### src/rtl/assert_macros.svh
// Assertion macros shared by the setpoint profile RTL.
// No dependencies; included by files that check their own logic.
`ifndef ASSERT_MACROS_SVH
`define ASSERT_MACROS_SVH

// Same-cycle implication, disabled during reset.
`define BRSP_ASSERT_IMP(lbl, clk, rst, ante, cons) \
  lbl: assert property (@(posedge clk) disable iff (rst) (ante) |-> (cons)) \
    else $error("brsp assertion failed");

// Next-cycle implication, disabled during reset.
`define BRSP_ASSERT_NXT(lbl, clk, rst, ante, cons) \
  lbl: assert property (@(posedge clk) disable iff (rst) (ante) |=> (cons)) \
    else $error("brsp assertion failed");

`endif

### src/rtl/brsp_pkg.sv
// Package for the bent-ramp setpoint profile: register indexes, config struct,
// coefficient sequencer types. No dependencies.
`timescale 1ns / 1ps

package brsp_pkg;

  typedef enum logic [2:0] {
    REG_START_TEMP  = 3'd0,
    REG_END_TEMP    = 3'd1,
    REG_END_TIME    = 3'd2,
    REG_BEND_AMOUNT = 3'd3,
    REG_RAMP_TIME   = 3'd4
  } cfg_reg_t;

  typedef struct packed {
    logic        [8:0]  start_temp;
    logic        [8:0]  end_temp;
    logic        [15:0] end_time;
    logic signed [8:0]  bend_amount;
    logic        [15:0] ramp_time;
  } cfg_t;

  typedef enum logic [1:0] {
    CS_IDLE,
    CS_LOAD,
    CS_STEP
  } coef_state_t;

  typedef enum logic [1:0] {
    JOB_SLOPE,
    JOB_BEND_LO,
    JOB_BEND_HI
  } coef_job_t;

  localparam int PCT_MAX = 100;

endpackage

### src/rtl/brsp_coef_div.sv
// Sequential restoring divider that derives the slope and bend coefficients
// from the config registers after each write. Depends on brsp_pkg.
`timescale 1ns / 1ps

module brsp_coef_div #(
  parameter int FRAC_BITS = 16
) (
  input  logic                        clk,
  input  logic                        rst,
  input  logic                        cfg_wr,
  input  brsp_pkg::cfg_t              cfg,
  output logic                        busy,
  output logic signed [FRAC_BITS+9:0] slope,
  output logic signed [FRAC_BITS+9:0] coef_lo,
  output logic signed [FRAC_BITS+9:0] coef_hi
);

  localparam int NB = FRAC_BITS + 9;   // quotient bits
  localparam int CW = NB + 1;          // signed coefficient
  localparam int CNTW = $clog2(NB);

  brsp_pkg::coef_state_t state, state_next;
  brsp_pkg::coef_job_t   job;

  logic [CNTW-1:0] cnt;
  logic [NB-1:0]   num;
  logic [NB-1:0]   quo;
  logic [15:0]     rem;
  logic [15:0]     den;
  logic            neg;
  logic            last;

  // load operands for the current job
  logic [9:0]  diff;
  logic [9:0]  bend_ext;
  logic [8:0]  mag_ld;
  logic        neg_ld;
  logic [15:0] den_ld;

  logic [16:0]   r2;
  logic          ge;
  logic [16:0]   r2_sub;
  logic [NB-1:0] quo_next;
  logic [CW-1:0] q_mag;
  logic [CW-1:0] q_fin;

  always_comb begin
    diff     = {1'b0, cfg.end_temp} - {1'b0, cfg.start_temp};
    bend_ext = {cfg.bend_amount[8], cfg.bend_amount};
    neg_ld   = 1'b0;
    mag_ld   = '0;
    den_ld   = '0;
    case (job)
      brsp_pkg::JOB_SLOPE: begin
        neg_ld = diff[9];
        mag_ld = diff[9] ? 9'(-diff) : diff[8:0];
        den_ld = cfg.end_time;
      end
      brsp_pkg::JOB_BEND_LO: begin
        neg_ld = bend_ext[9];
        mag_ld = bend_ext[9] ? 9'(-bend_ext) : bend_ext[8:0];
        den_ld = cfg.ramp_time;
      end
      default: begin
        neg_ld = bend_ext[9];
        mag_ld = bend_ext[9] ? 9'(-bend_ext) : bend_ext[8:0];
        // only used when ramp_time < end_time
        den_ld = (cfg.ramp_time < cfg.end_time) ? cfg.end_time - cfg.ramp_time : 16'd0;
      end
    endcase
  end

  always_comb begin
    r2       = {rem, num[NB-1]};
    ge       = r2 >= {1'b0, den};
    r2_sub   = r2 - {1'b0, den};
    quo_next = {quo[NB-2:0], ge};
    q_mag    = {1'b0, quo_next};
    q_fin    = (den == 16'd0) ? '0 : (neg ? -q_mag : q_mag);
    last     = (cnt == CNTW'(NB - 1));
  end

  always_ff @(posedge clk) begin
    if (rst) begin
      state <= brsp_pkg::CS_IDLE;
    end else begin
      state <= state_next;
    end
  end

  always_comb begin
    state_next = state;
    unique case (state)
      brsp_pkg::CS_IDLE: state_next = brsp_pkg::CS_IDLE;
      brsp_pkg::CS_LOAD: state_next = brsp_pkg::CS_STEP;
      brsp_pkg::CS_STEP: begin
        if (last) begin
          state_next = (job == brsp_pkg::JOB_BEND_HI) ? brsp_pkg::CS_IDLE : brsp_pkg::CS_LOAD;
        end
      end
      default: state_next = brsp_pkg::CS_IDLE;
    endcase
    if (cfg_wr) begin
      state_next = brsp_pkg::CS_LOAD;
    end
  end

  assign busy = (state != brsp_pkg::CS_IDLE);

  always_ff @(posedge clk) begin
    if (rst) begin
      job     <= brsp_pkg::JOB_SLOPE;
      slope   <= '0;
      coef_lo <= '0;
      coef_hi <= '0;
    end else if (cfg_wr) begin
      job <= brsp_pkg::JOB_SLOPE;
    end else if (state == brsp_pkg::CS_STEP && last) begin
      case (job)
        brsp_pkg::JOB_SLOPE:   slope   <= $signed(q_fin);
        brsp_pkg::JOB_BEND_LO: coef_lo <= $signed(q_fin);
        default:               coef_hi <= $signed(q_fin);
      endcase
      case (job)
        brsp_pkg::JOB_SLOPE:   job <= brsp_pkg::JOB_BEND_LO;
        default:               job <= brsp_pkg::JOB_BEND_HI;
      endcase
    end
  end

  always_ff @(posedge clk) begin
    if (state == brsp_pkg::CS_LOAD) begin
      num <= {mag_ld, {FRAC_BITS{1'b0}}};
      den <= den_ld;
      neg <= neg_ld;
      rem <= '0;
      quo <= '0;
      cnt <= '0;
    end else if (state == brsp_pkg::CS_STEP) begin
      num <= {num[NB-2:0], 1'b0};
      rem <= ge ? r2_sub[15:0] : r2[15:0];
      quo <= quo_next;
      cnt <= cnt + CNTW'(1);
    end
  end

endmodule

### src/rtl/brsp_eval.sv
// Three-stage setpoint datapath: select, multiply, sum and saturate.
// Depends on brsp_pkg and coefficients from brsp_coef_div.
`timescale 1ns / 1ps

module brsp_eval #(
  parameter int FRAC_BITS = 16
) (
  input  logic                        clk,
  input  logic                        rst,
  input  logic                        in_valid,
  input  logic [15:0]                 elapsed_seconds,
  input  brsp_pkg::cfg_t              cfg,
  input  logic signed [FRAC_BITS+9:0] slope,
  input  logic signed [FRAC_BITS+9:0] coef_lo,
  input  logic signed [FRAC_BITS+9:0] coef_hi,
  output logic                        out_valid,
  output logic [7:0]                  setpoint,
  output logic                        finished
);

  localparam int CW = FRAC_BITS + 10;
  localparam int PW = CW + 17;
  localparam int SW = PW + 1;

  // stage A
  logic                 va, fin_a, peak_a;
  logic [15:0]          tv_a, m_a;
  logic signed [CW-1:0] coef_a;
  // stage B
  logic                 vb, fin_b;
  logic signed [PW-1:0] ps_b, pb_b;
  // stage A inputs, stage C sum and saturation
  logic                 fin_in;
  logic [15:0]          tv_in;
  logic signed [SW-1:0] sum;
  logic [7:0]           sat;

  always_comb begin
    fin_in = elapsed_seconds >= cfg.end_time;
    tv_in  = fin_in ? cfg.end_time : elapsed_seconds;
  end

  always_ff @(posedge clk) begin
    if (rst) begin
      va        <= 1'b0;
      vb        <= 1'b0;
      out_valid <= 1'b0;
    end else begin
      va        <= in_valid;
      vb        <= va;
      out_valid <= vb;
    end
  end

  always_ff @(posedge clk) begin
    fin_a  <= fin_in;
    tv_a   <= tv_in;
    peak_a <= tv_in == cfg.ramp_time;
    if (tv_in < cfg.ramp_time) begin
      coef_a <= coef_lo;
      m_a    <= tv_in;
    end else begin
      coef_a <= coef_hi;
      m_a    <= cfg.end_time - tv_in;
    end
  end

  always_ff @(posedge clk) begin
    fin_b <= fin_a;
    ps_b  <= slope * $signed({1'b0, tv_a});
    if (peak_a) begin
      pb_b <= $signed({{(PW-9-FRAC_BITS){cfg.bend_amount[8]}}, cfg.bend_amount,
                       {FRAC_BITS{1'b0}}});
    end else begin
      pb_b <= coef_a * $signed({1'b0, m_a});
    end
  end

  always_comb begin
    sum = $signed({{(SW-9-FRAC_BITS){1'b0}}, cfg.start_temp, {FRAC_BITS{1'b0}}})
        + $signed({ps_b[PW-1], ps_b}) + $signed({pb_b[PW-1], pb_b});
    if (sum[SW-1]) begin
      sat = 8'd0;
    end else if (|sum[SW-2:FRAC_BITS+8]) begin
      sat = 8'hFF;
    end else begin
      sat = sum[FRAC_BITS+7:FRAC_BITS];
    end
  end

  always_ff @(posedge clk) begin
    setpoint <= sat;
    finished <= fin_b;
  end

endmodule

### src/rtl/brsp_pct_div.sv
// Pipelined restoring divider for percent progress, one quotient bit per stage.
// Depends on brsp_pkg.
`timescale 1ns / 1ps

module brsp_pct_div #(
  parameter int FRAC_BITS = 16
) (
  input  logic        clk,
  input  logic        rst,
  input  logic        in_valid,
  input  logic [15:0] elapsed_seconds,
  input  logic [15:0] end_time,
  output logic        out_valid,
  output logic [6:0]  progress_pct
);

  localparam int F = FRAC_BITS;

  logic          v [0:F];
  logic          z [0:F];
  logic [15:0]   r [0:F];
  logic [F-1:0]  q [0:F];

  logic [F+6:0]  prod;
  logic [6:0]    praw;

  always_ff @(posedge clk) begin
    if (rst) begin
      v[0] <= 1'b0;
    end else begin
      v[0] <= in_valid;
    end
  end

  always_ff @(posedge clk) begin
    r[0] <= elapsed_seconds;
    q[0] <= '0;
    z[0] <= elapsed_seconds >= end_time;
  end

  for (genvar i = 1; i <= F; i++) begin : g_step
    logic [16:0] r2;
    logic [16:0] r2_sub;
    logic        ge;
    always_comb begin
      r2     = {r[i-1], 1'b0};
      ge     = r2 >= {1'b0, end_time};
      r2_sub = r2 - {1'b0, end_time};
    end
    always_ff @(posedge clk) begin
      if (rst) begin
        v[i] <= 1'b0;
      end else begin
        v[i] <= v[i-1];
      end
    end
    always_ff @(posedge clk) begin
      r[i] <= ge ? r2_sub[15:0] : r2[15:0];
      q[i] <= {q[i-1][F-2:0], ge};
      z[i] <= z[i-1];
    end
  end

  always_comb begin
    prod = {7'd0, q[F]} * (F+7)'(brsp_pkg::PCT_MAX);
    praw = prod[F+6:F];
  end

  always_ff @(posedge clk) begin
    if (rst) begin
      out_valid <= 1'b0;
    end else begin
      out_valid <= v[F];
    end
  end

  always_ff @(posedge clk) begin
    if (z[F]) begin
      progress_pct <= 7'd0;
    end else if (praw > 7'(brsp_pkg::PCT_MAX)) begin
      progress_pct <= 7'(brsp_pkg::PCT_MAX);
    end else begin
      progress_pct <= praw;
    end
  end

endmodule

### src/rtl/bent_ramp_setpoint_profile.sv
// Top level of the bent-ramp setpoint profile: config registers, coefficient
// unit, setpoint pipeline, progress divider. Depends on brsp_pkg, brsp_* modules.
`timescale 1ns / 1ps
`include "assert_macros.svh"

// Channel   | Ports                                   | Flow
// ----------+-----------------------------------------+--------------------------
// request   | start, busy, elapsed_seconds            | taken when start & !busy
// result    | done, setpoint, finished, progress_pct  | done strobe, one cycle
// config    | cfg_valid, cfg_ready, cfg_index, cfg_data | write on valid & ready
//
// The setpoint result is aligned to the progress divider (one quotient bit
// per stage); a new request may enter every cycle while busy is low.
// After each config write busy stays high while the sequential coefficient
// divider recomputes slope and bend terms.
// rst is synchronous and clears all valid bits and coefficients to zero.
// The result side has no stall: done is a strobe that is always taken.

module bent_ramp_setpoint_profile #(
  parameter int FRAC_BITS = 16
) (
  input  logic        clk,
  input  logic        rst,
  input  logic        start,
  output logic        busy,
  input  logic [15:0] elapsed_seconds,
  output logic        done,
  output logic [7:0]  setpoint,
  output logic        finished,
  output logic [6:0]  progress_pct,
  input  logic        cfg_valid,
  output logic        cfg_ready,
  input  logic [2:0]  cfg_index,
  input  logic [15:0] cfg_data
);

  localparam int CW  = FRAC_BITS + 10;
  localparam int DLY = FRAC_BITS - 1;   // aligns 3-stage eval with divider
  localparam int LAT = FRAC_BITS + 2;

  brsp_pkg::cfg_t cfg;

  logic                 cfg_wr;
  logic                 accept;
  logic                 coef_busy;
  logic signed [CW-1:0] slope, coef_lo, coef_hi;

  logic       ev_valid;
  logic [7:0] ev_setpoint;
  logic       ev_finished;
  logic [7:0] sp_dly  [0:DLY-1];
  logic       fin_dly [0:DLY-1];

  assign cfg_ready = 1'b1;
  assign cfg_wr    = cfg_valid & cfg_ready;
  // hold requests off during a write and while coefficients settle
  assign busy      = coef_busy | cfg_valid;
  assign accept    = start & ~busy;

  always_ff @(posedge clk) begin
    if (rst) begin
      cfg <= '0;
    end else if (cfg_wr) begin
      unique case (cfg_index)
        brsp_pkg::REG_START_TEMP:  cfg.start_temp  <= cfg_data[8:0];
        brsp_pkg::REG_END_TEMP:    cfg.end_temp    <= cfg_data[8:0];
        brsp_pkg::REG_END_TIME:    cfg.end_time    <= cfg_data;
        brsp_pkg::REG_BEND_AMOUNT: cfg.bend_amount <= $signed(cfg_data[8:0]);
        brsp_pkg::REG_RAMP_TIME:   cfg.ramp_time   <= cfg_data;
        default: ;  // unknown index: ignored
      endcase
    end
  end

  brsp_coef_div #(.FRAC_BITS(FRAC_BITS)) u_coef (
    .clk     (clk),
    .rst     (rst),
    .cfg_wr  (cfg_wr),
    .cfg     (cfg),
    .busy    (coef_busy),
    .slope   (slope),
    .coef_lo (coef_lo),
    .coef_hi (coef_hi)
  );

  brsp_eval #(.FRAC_BITS(FRAC_BITS)) u_eval (
    .clk             (clk),
    .rst             (rst),
    .in_valid        (accept),
    .elapsed_seconds (elapsed_seconds),
    .cfg             (cfg),
    .slope           (slope),
    .coef_lo         (coef_lo),
    .coef_hi         (coef_hi),
    .out_valid       (ev_valid),
    .setpoint        (ev_setpoint),
    .finished        (ev_finished)
  );

  brsp_pct_div #(.FRAC_BITS(FRAC_BITS)) u_pct (
    .clk             (clk),
    .rst             (rst),
    .in_valid        (accept),
    .elapsed_seconds (elapsed_seconds),
    .end_time        (cfg.end_time),
    .out_valid       (done),
    .progress_pct    (progress_pct)
  );

  // setpoint path finishes early; delay it to meet the divider output
  always_ff @(posedge clk) begin
    sp_dly[0]  <= ev_setpoint;
    fin_dly[0] <= ev_finished;
    for (int i = 1; i < DLY; i++) begin
      sp_dly[i]  <= sp_dly[i-1];
      fin_dly[i] <= fin_dly[i-1];
    end
  end

  assign setpoint = sp_dly[DLY-1];
  assign finished = fin_dly[DLY-1];

  `BRSP_ASSERT_IMP(a_done_lat, clk, rst, done, $past(accept, LAT))
  `BRSP_ASSERT_IMP(a_eval_align, clk, rst, done, $past(ev_valid, DLY))
  `BRSP_ASSERT_IMP(a_fin_pct, clk, rst, done && finished, progress_pct == 7'd0)
  `BRSP_ASSERT_NXT(a_cfg_busy, clk, rst, cfg_wr, busy)

endmodule
### config.mk
export PLATFORM = sky130hd
export DESIGN_NAME = bent_ramp_setpoint_profile
export DESIGN_NICKNAME = d
export VERILOG_FILES = /design/src/rtl/brsp_pkg.sv /design/src/rtl/brsp_coef_div.sv /design/src/rtl/brsp_eval.sv /design/src/rtl/brsp_pct_div.sv /design/src/rtl/bent_ramp_setpoint_profile.sv
export VERILOG_INCLUDE_DIRS = /design/src /design/src/rtl
export SDC_FILE = /design/constraint.sdc
export NUM_CORES = 2
export LEC_CHECK = 0
export BUFFER_PORTS_ARGS = -buffer_cell sky130_fd_sc_hd__buf_2
export CORE_UTILIZATION = 55
export CTS_BUF_LIST = sky130_fd_sc_hd__clkbuf_4 sky130_fd_sc_hd__clkbuf_8
export CTS_CLUSTER_DIAMETER = 40
export DETAILED_ROUTE_END_ITERATION = 12
export PLACE_DENSITY = 0.77
export SETUP_SLACK_MARGIN = 0.2
export SLEW_MARGIN = 20
export SYNTH_ARGS = -nofsm -noshare
export SYNTH_HDL_FRONTEND = slang
export SYNTH_SLANG_ARGS = --single-unit
### constraint.sdc
create_clock -name clk -period 7.6 [get_ports clk]
set_input_delay 0.76 -clock clk [delete_from_list [all_inputs] [get_ports clk]]
set_output_delay 0.76 -clock clk [all_outputs]
set_load 0.01 [all_outputs]
==> summary.md <==
| Metric | Value |
|---|---|
| Starting Density | roughly 55% |
| CTS buffer count | ~160 |
| Commonest non-fill, non-tap cells in the layout | 1237 x inv_1, 1003 x nand2_1, 885 x dfxtp_1 |
| Worst Hold Class | input port to flop |
| Seq pwr share | about a third |
| Arrival time at the worst endpoint | just under 8000 ps |
| P_leak | roughly 0.038 uW |
| Worst Tran Pin Value | 1056 ps |
| Post-synthesis register bit count | between 900 and 1000 |
| Num Clock Sinks | between 900 and 1000 |
| Synthesis-to-finish area growth | 8.495% |
| Total GRT Usage | roughly 29% |
| Tmin final | slightly above 7000 ps |
| Core ar. | roughly 130000 sq um |
| Int Pwr | roughly 13000 uW |
| Clk Latency, worst-skew pair | just over 900 ps |
| Final setup TNS | 0 ps |
| Post-CTS setup buffers | 0 |
| Post-synth EDFFs | 26 |
| Post-Syn Instances | 8112 |
| Placer Congestion | around 0.97 |
| Distinct cell type count after synthesis | 92 |
| IO Pins | 58 |
| Cell area after synthesis | roughly 74000 sq um |
| Global route overflow | 0 |
| Routed WL | just under 200000 um |
| Global-route wire length before repair | about 310000 um |
| Initial antenna violation count | 13 |
| Syn nets | 9685 |
| Most common cell after layout, fill and taps aside | inv_1 |
| DIE HEIGHT | between 300 and 400 um |
| CP Class | flop to flop |
| Vias in the first global route | roughly 58000 |
| Maximum vdd drop | around 0.9 mV |
| Die area | between 100000 and 150000 sq um |
| Pre-CTS WS | 456.4 ps |
| DRC Markers | 0 |
| Die X | between 300 and 400 um |
| Clk pwr share | about 25% |
| Sequential area share after synthesis | around 25% |
| RSZ-0062 raised after global routing | yes |
| FMAX | 140.4 MHz |
| Wire per inst | around 19 um |
| Top_reg_cell synth | dfxtp_1 |
| DP HPWL | ~150000 um |
| NumNets Final | 9757 |
| Hold-critical path depth | 1 |
| Final Hold Viols | 0 |
| Fin Hold WS | 69.02 ps |
| Worst-path maximum fanout | 18 |
| P per Cell Area | about 260 nW/um^2 |
| MaxCap Viol Count | 0 |
| Tcrit/Tclk final | a little over nine tenths |
| Setup crit end kind | flop |
| Post-DR vias/cell | roughly 5.6 |
| Psw | about 8000 uW |
| Iter 0 DRT Violations | between 4000 and 5000 |
| TritonCTS clock tree | built |
| Clock tree buffer depth | 3 |
| TritonRoute pass-1 iters | 6 |
| H-tree depth | 4 |
| Synth warn | 0 |
| Row count | between 100 and 150 |
| Final Max Slew Viols | 0 |
| Vias | between 50000 and 60000 |
| Slew headroom | 29.57% |
| Fin Clk Skew | about 77 ps |
| Comb power frac | between 40% and 50% |
| Status | completed |
| Worst-path clk slew | approximately 60 ps |
| CP required | 8420 ps |
| CTS root buffer | clkbuf_8 |
| I/O Buffers | between 50 and 60 |
| Largest net degree at the start of global routing | 77 |
| Post-DRT Antenna Nets | 0 |
| Worst setup SP type | flop |
| Syn_area_per_cell | 9.128 sq um |
| Ys async rst share | 0% |
| Ratio of cells with drive above 1 in the final layout | approximately 8% |
| Setup Viol. Count Final | 0 |
| Switch share | a little under 40% |
| Setup ws final | around 480 ps |
| FF-to-FF path depth | 23 |
[area by class of cell]
type	count	area, sq um
Antenna cell	6	15.01
Sequential cell	920	18690
Fill cell	11320	53120
Inverter	1238	4647
Clock inverter	64	913.4
Multi-Input combinational cell	5690	49710
Clock buffer	229	2964
Timing Repair Buffer	173	1184
Tap cell	1768	2212
[cells in the mapped netlist (135+ instances only)]
cell type	number	share of area, %
ha_1	686	12
dfxtp_1	894	24
and2_1	370	3.1
o21ai_0	233	1.6
nand2_1	1003	5.1
a21oi_1	446	3.0
nor2_1	446	2.3
fa_1	848	23
xor2_1	135	1.6
inv_1	1237	6.3
xnor2_1	210	2.5
clkbuf_1	217	1.1
[per-stage QoR]
stage / std cells / power, uW / utilization [%] / instance area (sq um)
after floorplan: 8112 / 13340 / - / 74040
after global placement: 9780 / 15160 / 57.18 / 76320
after detailed placement: 9780 / 15440 / 57.18 / 76320
after CTS: 10080 / 20870 / 60.16 / 80280
after global routing: 10090 / 22350 / 60.19 / 80330
final: 10090 / 20910 / 60.19 / 80330
[worst paths after layout]
path              slack (ps)         endpoint               start
setup / recovery         480  u_eval.ps_b[41]      u_eval.tv_a[9]
hold / removal            70    u_pct.r[0][6]  elapsed_seconds[6]
setup reg to reg         480  u_eval.ps_b[41]      u_eval.tv_a[9]
hold reg to reg          290   u_pct.q[3][17]       u_pct.q[3][0]
[critical path, stage by stage, from the launching register on]
cell and delay, ps:
dfxtp_1 940, nand2_1 170, fa_1 540, inv_1 50, fa_1 490, inv_1 50
fa_1 540, inv_1 50, fa_1 450, fa_1 490, inv_1 50, fa_1 480
inv_1 40, ha_1 350, and3_1 220, and2_1 160, nand3_1 70, o31a_1 270
a31oi_1 370, a31oi_1 200, o21ai_0 420, o211ai_1 230, a21oi_1 200, xor2_1 170
[layer usage]
layer	vias to the layer above	GRT usage, %	share of wire, %
met2	2102	44.84	45
li1	26350	-	-
met4	6	10.62	3.6
met1	27580	40.11	43
met5	-	0	0.024
met3	443	5.529	8.3
[registers in the layout (all words and copies together), names as in the netlist, 26 cells and up]
signal / count
u_coef.slope: 26
cfg: 59
u_pct.q: 136
u_eval.coef_a: 26
u_coef.coef_lo: 26
sp_dly: 120
u_coef.coef_hi: 26
u_eval.pb_b: 43
u_pct.r: 256
u_eval.ps_b: 43
[cell families (layout without fill, tap and decap cells)]
family | Yosys count | count (layout) | share of synthesized area, %
multiplexers | 198 | 198 | 2.871
XOR/XNOR | 346 | 346 | 4.118
adder cells (fa/ha/maj) | 1534 | 1534 | 34.52
flip-flops | 920 | 920 | 25.23
AND/OR/NAND/NOR | 2386 | 2386 | 15.09
other | 1 | 7 | 0.005065
AO/OA/AOI/OAI | 1225 | 1225 | 10.41
buffers and inverters | 1502 | 1704 | 7.766
[power groups by stage]
stage / registers, uW / logic, uW / clock network [uW]
after floorplan: 6410 / 6930 / 0
after global placement: 6790 / 8370 / 0
after detailed placement: 6810 / 8630 / 0
after CTS: 6730 / 8750 / 5390
after global routing: 6840 / 9910 / 5610
final: 6750 / 8860 / 5300
[repair_timing]
action / in CTS / in global routing
setup endpoints to repair: 0 / 7
hold buffers: 9 / 0
endpoints found under the hold margin: 9 / 0
gates resized for setup: 0 / 5
No activity file was read; power rests on OpenSTA's default activity.
